### src/gn3d_pkg.sv
// Shared types, constants and arithmetic helpers for the 3D gradient noise block.
// Used by gn3d_ram, gradient_noise_3d_eval and gn3d_checker; depends on nothing.
package gn3d_pkg;

    localparam int FRAC_BITS  = 16;
    localparam int TABLE_SIZE = 256;
    localparam int IDX_W      = $clog2(TABLE_SIZE);
    localparam int COORD_W    = 32;
    localparam int OUT_W      = 18;
    localparam int OUT_FRAC   = 16;
    localparam int VAL_W      = FRAC_BITS + 6;
    localparam int PROD_W     = 2 * VAL_W;
    localparam int WIDE_W     = VAL_W + 9;

    typedef logic [IDX_W-1:0]          t_idx;
    typedef logic signed [VAL_W-1:0]   t_val;
    typedef logic signed [PROD_W-1:0]  t_prod;
    typedef logic signed [WIDE_W-1:0]  t_wide;
    typedef logic signed [COORD_W:0]   t_coord;

    localparam t_coord OFFSET_Q = t_coord'(((64'd1 << FRAC_BITS) + 64'd5000) / 64'd10000);
    localparam t_val   ONE_Q    = t_val'(64'd1 << FRAC_BITS);
    localparam t_prod  HALF_Q   = t_prod'(64'd1 << (FRAC_BITS - 1));

    localparam int FADE_K6  = 6;
    localparam int FADE_K15 = 15;
    localparam int FADE_K10 = 10;

    localparam logic [3:0] GRAD_USE_Y = 4'd8;
    localparam logic [3:0] GRAD_V_Y   = 4'd4;
    localparam logic [3:0] GRAD_X_12  = 4'd12;
    localparam logic [3:0] GRAD_X_14  = 4'd14;

    localparam int    SH_DN  = (FRAC_BITS > OUT_FRAC) ? FRAC_BITS - OUT_FRAC : 0;
    localparam int    SH_UP  = (FRAC_BITS < OUT_FRAC) ? OUT_FRAC - FRAC_BITS : 0;
    localparam t_wide RND_DN = (FRAC_BITS > OUT_FRAC) ?
                               t_wide'(64'd1 << (FRAC_BITS - OUT_FRAC - 1)) : t_wide'(0);
    localparam t_wide OUT_MAX = t_wide'((64'd1 << (OUT_W - 1)) - 64'd1);
    localparam t_wide OUT_MIN = -t_wide'(64'd1 << (OUT_W - 1));

    function automatic t_prod qmul_raw(input t_val a, input t_val b);
        return t_prod'(a) * t_prod'(b);
    endfunction

    function automatic t_val qround(input t_prod p);
        t_prod s;
        s = (p + HALF_Q) >>> FRAC_BITS;
        return s[VAL_W-1:0];
    endfunction

    function automatic t_val grad(input t_idx hash, input t_val x, input t_val y,
                                  input t_val z);
        logic [3:0] h;
        t_val       u;
        t_val       v;
        h = hash[3:0];
        u = (h < GRAD_USE_Y) ? x : y;
        v = (h < GRAD_V_Y) ? y : (((h == GRAD_X_12) || (h == GRAD_X_14)) ? x : z);
        return (h[0] ? -u : u) + (h[1] ? -v : v);
    endfunction

endpackage

### src/gn3d_ram.sv
// One copy of the 256 x 8 permutation table: one write port, two registered read ports.
// Depends on gn3d_pkg for the index type.
module gn3d_ram (
    input  logic               i_clk,
    input  logic               i_en,
    input  logic               i_we,
    input  gn3d_pkg::t_idx     i_wr_addr,
    input  logic [7:0]         i_wr_data,
    input  gn3d_pkg::t_idx     i_rd_addr_a,
    input  gn3d_pkg::t_idx     i_rd_addr_b,
    output logic [7:0]         o_rd_data_a,
    output logic [7:0]         o_rd_data_b
);

    logic [7:0] r_mem [gn3d_pkg::TABLE_SIZE];

    always_ff @(posedge i_clk) begin
        if (i_en && i_we) begin
            r_mem[i_wr_addr] <= i_wr_data;
        end
    end

    always_ff @(posedge i_clk) begin
        if (i_en) begin
            o_rd_data_a <= r_mem[i_rd_addr_a];
            o_rd_data_b <= r_mem[i_rd_addr_b];
        end
    end

endmodule

### config.mk
export PLATFORM = sky130hd
export DESIGN_NAME = gn3d_ram
export DESIGN_NICKNAME = d
export VERILOG_FILES = /design/src/gn3d_pkg.sv /design/src/gn3d_ram.sv
export SDC_FILE = /design/constraint.sdc
export NUM_CORES = 2
export LEC_CHECK = 0
export BUFFER_PORTS_ARGS = -buffer_cell sky130_fd_sc_hd__buf_2
export CAP_MARGIN = 20
export CORE_UTILIZATION = 41
export CTS_CLUSTER_SIZE = 14
export DETAILED_ROUTE_END_ITERATION = 8
export PLACE_DENSITY_LB_ADDON = 0.25
export SLEW_MARGIN = 25
export SYNTH_ARGS = -nofsm -noshare
export SYNTH_HDL_FRONTEND = slang
export SYNTH_SLANG_ARGS = --single-unit
### constraint.sdc
create_clock -name i_clk -period 3.8 [get_ports i_clk]
set_input_delay 0.38 -clock i_clk [delete_from_list [all_inputs] [get_ports i_clk]]
set_output_delay 0.38 -clock i_clk [all_outputs]
set_load 0.01 [all_outputs]
### After elaboration in Yosys (flattened, before gate mapping)

Memory sizes are Yosys's and may differ from the RTL's. A register that Yosys moved wholly into a read port is not among the register bits.
Index checks and enable logic that the tools add are counted.

* RAM bits: 2048
* memories: 1
* logic and storage cells: 4
* input port bits: 35
* register bits: 0
* output and inout bits: 16

Memories
* r_mem: depth 256, width 8, read ports 2, clocked after memory_dff 2, write ports 1, line gn3d_ram.sv:15 `logic [7:0] r_mem [gn3d_pkg::TABLE_SIZE];`

* reduce and logical (&&, ||, !) cells: 1
* mux-type cells: 2

Operator list (number)
* 2-to-1 mux 1 bit: 2
* logical AND 1 bit: 1

### Logic depth before layout (Yosys ltp)

* depth in word-level cells: 3
* gate-level depth with buffers: 12

### Worst setup path before layout

Ideal clock, no wire load.

* path kind: input to register
* start: in i_rd_addr_a[1]
* end: reg o_rd_data_a[4], read port of r_mem (data pin)
* setup time: 261 ps
* stages on the path: 9
* path slack: 1383 ps
* data arrival time: 2156 ps
* path through: buf_2 buf_4 buf_1 mux4_2 a22o_1 a221oi_1 o32ai_1 nor3_1 nor3_2

RTL lines
* start, declared: line gn3d_ram.sv:9 `input gn3d_pkg::t_idx i_rd_addr_a,`
* end, declared: line gn3d_ram.sv:11 `output logic [7:0] o_rd_data_a,`

==> reports/qor.yml <==
cp-end-kind: "register"
clock_latency_ns: 0.91
vdd_ir_drop_max_uv: 430
yosysTopAreaCellShare_pct: 64.2
cts_buffers: 211
pwr-share-comb_pct: 8.7
placed_cells: 8544
maxCapViolCount: 0
ios: 51
worst_pin_slew_ns: 1.11
r2r-start: "r_mem[152][6]"
synth_edf_count: 2064
syn_nets: 5233
leakagePower_nw: 35.1
crit_path_max_fanout: 2
pre_cts_ws_ns: -0.0363
rows: 177
synth_area_um2: 96500
placed_cell_area_um2: 103000
wl_per_cell_um: 35.6
grt_antenna_before_repair: 19
grt-ovfl-total: 0
htree_levels: 4
maxSlewViolCount: 0
ys_ff_latch: 2064
fp.dieArea_um2: 237000
synth_top_cell_by_area: "edfxtp_1"
critPathKind: "reg2reg"
path_clk_slew_ns: 0.06
drc: 0
cp.arrival_ns: 3.84
area_delta_synth_final_pct: 14.2
hold_violations: 0
min_path_type: "in2reg"
setup_viol: 0
synthFlopType: "edfxtp_1"
nets: 5660
yosys-top-cells-area: "edfxtp_1 64%, mux4_2 19%, mux2i_1 3.4%, a22oi_1 2.3%, nor2_1 1.2%"
hold_depth: 1
postCtsHoldBufs: 0
core_area_um2: 233000
grt_max_degree: 120
hold_path_end: "r_mem[171][1]"
drt-pass1-iter-count: 6
clockPowerShare_pct: 41.1
postCtsResizedCells: 0
port_buffers: 50
initial_core_util_pct: 41.4
cts_root_buf: "clkbuf_16"
grt_util_met3_pct: 6.57
layout-drive-gt1-share_pct: 31.1
grt_usage_pct: 26.7
synth_cells: 5198
wl_um: 319000
startpoint_type: "register"
yosysWarnings: 0
finalNonFillerCells: 8943
max_freq_ghz: 0.309
tns_ns: 0
fp.dieW_um: 487
drt_iter0_markers: 8822
min_from: "i_wr_data[1]"
fin_ws_ns: 0.562
routed_via_density: 6.55
grt_use_met2_pct: 41.2
min_period_ns: 3.24
postRouteAntennaNets: 0
switching_share_pct: 23.7
clockBufferDepth: 3
cts_setup_buffers: 0
syn_area_per_cell_um2: 18.6
gp_congestion: 0.955
r2r_cells: 7
cts_tree: "yes"
p_int_w: 0.0383
final_area_um2: 110000
rrSetupSlack_ns: 0.56
grt_pass1_wl_um: 445000
synth_cell_type_count: 66
route.vias.total: 58606
status: "complete, no violations"
die_h_um: 487
cp_cell_sequence: "mux4_2 -> a22oi_1 -> a21oi_1 -> nor2_1 -> o21ai_0 -> o22ai_1 -> nor3_1"
use_met1_pct: 36.9
required_ns: 4.40
slew_headroom_pct: 25.7
async_flop_share_pct: 0
fillCellCount: 19396
period_share_pct: 85.2
yosysSeqAreaShare_pct: 64.2
power_switching_w: 0.0119
slowest_stage: "o22ai_1"
grt-busiest-layer: "met2"
rsz0062_at_grt: "no"
finClkSkew_ns: 0.0586
clock-sinks: 2064
dp_hpwl_um: 217000
grt_pass1_vias: 57713
critPathMaxStageDelay_ns: 0.69
reg2reg_to: "o_rd_data_a[6]"
power_density_nw_per_um2: 455
pwr-share-seq_pct: 50.2
[routing by layer]
| layer | wire length [um] | vias to the layer above |
|---|---|---|
| li1 | - | 23250 |
| met1 | 124000 | 31287 |
| met2 | 147000 | 3467 |
| met3 | 34900 | 590 |
| met4 | 12100 | 12 |
| met5 | 81 | - |
[cell usage after synthesis (16+ instances only)]
cell type	n
a211oi_1	34
a21oi_1	183
a221oi_1	29
a22o_1	37
a22oi_1	292
a31oi_1	16
buf_1	24
buf_12	17
buf_2	110
buf_4	51
buf_6	52
buf_8	20
clkbuf_1	151
edfxtp_1	2064
mux2i_1	332
mux4_1	26
mux4_2	821
nand2_1	72
nand3_1	51
nand4_1	16
nor2_1	319
nor2b_1	43
nor3_1	56
nor4_1	38
o21ai_0	29
o221ai_1	62
o22ai_1	97
[kinds of logic after synthesis]
family | synth area share, %
AOI/OAI and AO/OA | 6.30
and+or+nand+nor | 3.19
DFF | 64.2
buffers and inverters | 2.95
muxes | 23.3
[placed cells by master, fill, tap and decap left out, types with 14 or more instances in the layout]
master / n
a211oi_1: 34
a21oi_1: 182
a221oi_1: 29
a22o_1: 37
a22oi_1: 292
a31oi_1: 16
buf_12: 74
buf_2: 36
buf_4: 517
bufinv_16: 19
clkbuf_1: 44
clkbuf_16: 212
clkinv_1: 56
clkinv_2: 41
edfxtp_1: 2064
mux2i_1: 332
mux4_1: 26
mux4_2: 821
nand2_1: 72
nand2b_1: 14
nand3_1: 51
nand4_1: 16
nor2_1: 315
nor2b_1: 35
nor3_1: 54
nor4_1: 38
o21ai_0: 29
o221ai_1: 62
o22ai_1: 97
o2bb2ai_1: 14
[critical path, delay by kind of cell (launching register included)]
family / cells / cell delay, ns
and+or+nand+nor: 2 / 0.39
muxes: 1 / 0.48
DFF: 1 / 0.40
AOI/OAI and AO/OA: 4 / 1.69
[power by group through the flow]
stage | logic [W] | registers [W] | clock network [W]
after floorplan | 0.00235 | 0.0256 | 0
after global placement | 0.00429 | 0.0256 | 0
after detailed placement | 0.00432 | 0.0256 | 0
after CTS | 0.00433 | 0.0252 | 0.0208
after global routing | 0.00452 | 0.0251 | 0.0216
final | 0.00439 | 0.0252 | 0.0206
[registers in the layout (all words and copies together), names as in the netlist]
name         flops
o_rd_data_b      8
r_mem         2048
o_rd_data_a      8
[final cells by class]
class	count	area [um2]	share of cell area [%]
Antenna cell	8	20.0	0.0182
Clock buffer	256	5470	4.96
Clock inverter	135	1260	1.15
Inverter	8	30.0	0.0273
Multi-Input combinational cell	2701	31800	28.8
Sequential cell	2064	62000	56.3
Tap cell	3132	3920	3.56
Timing Repair Buffer	639	5720	5.19
[worst max path at each step]
stage	slack (ns)	startpoint	end
after detailed placement	-0.04	i_rd_addr_a[2]	o_rd_data_a[2]
final	0.56	r_mem[152][6]	o_rd_data_a[6]
after floorplan	1.38	i_rd_addr_a[1]	o_rd_data_a[4]
after global placement	-0.35	i_rd_addr_a[0]	o_rd_data_a[2]
after global routing	0.62	r_mem[168][7]	o_rd_data_a[7]
after CTS	0.69	r_mem[171][7]	o_rd_data_a[7]
[per-stage QoR]
stage,hold slack [ns],power [W],utilization [%]
final,0.0183,0.0501,47.2
after global routing,0.0349,0.0513,47.2
after CTS,0.00718,0.0503,47.2
after detailed placement,0.946,0.0300,44.4
after global placement,0.931,0.0299,44.3
after floorplan,0.479,0.0280,-
(Power assumes the default switching activity.)
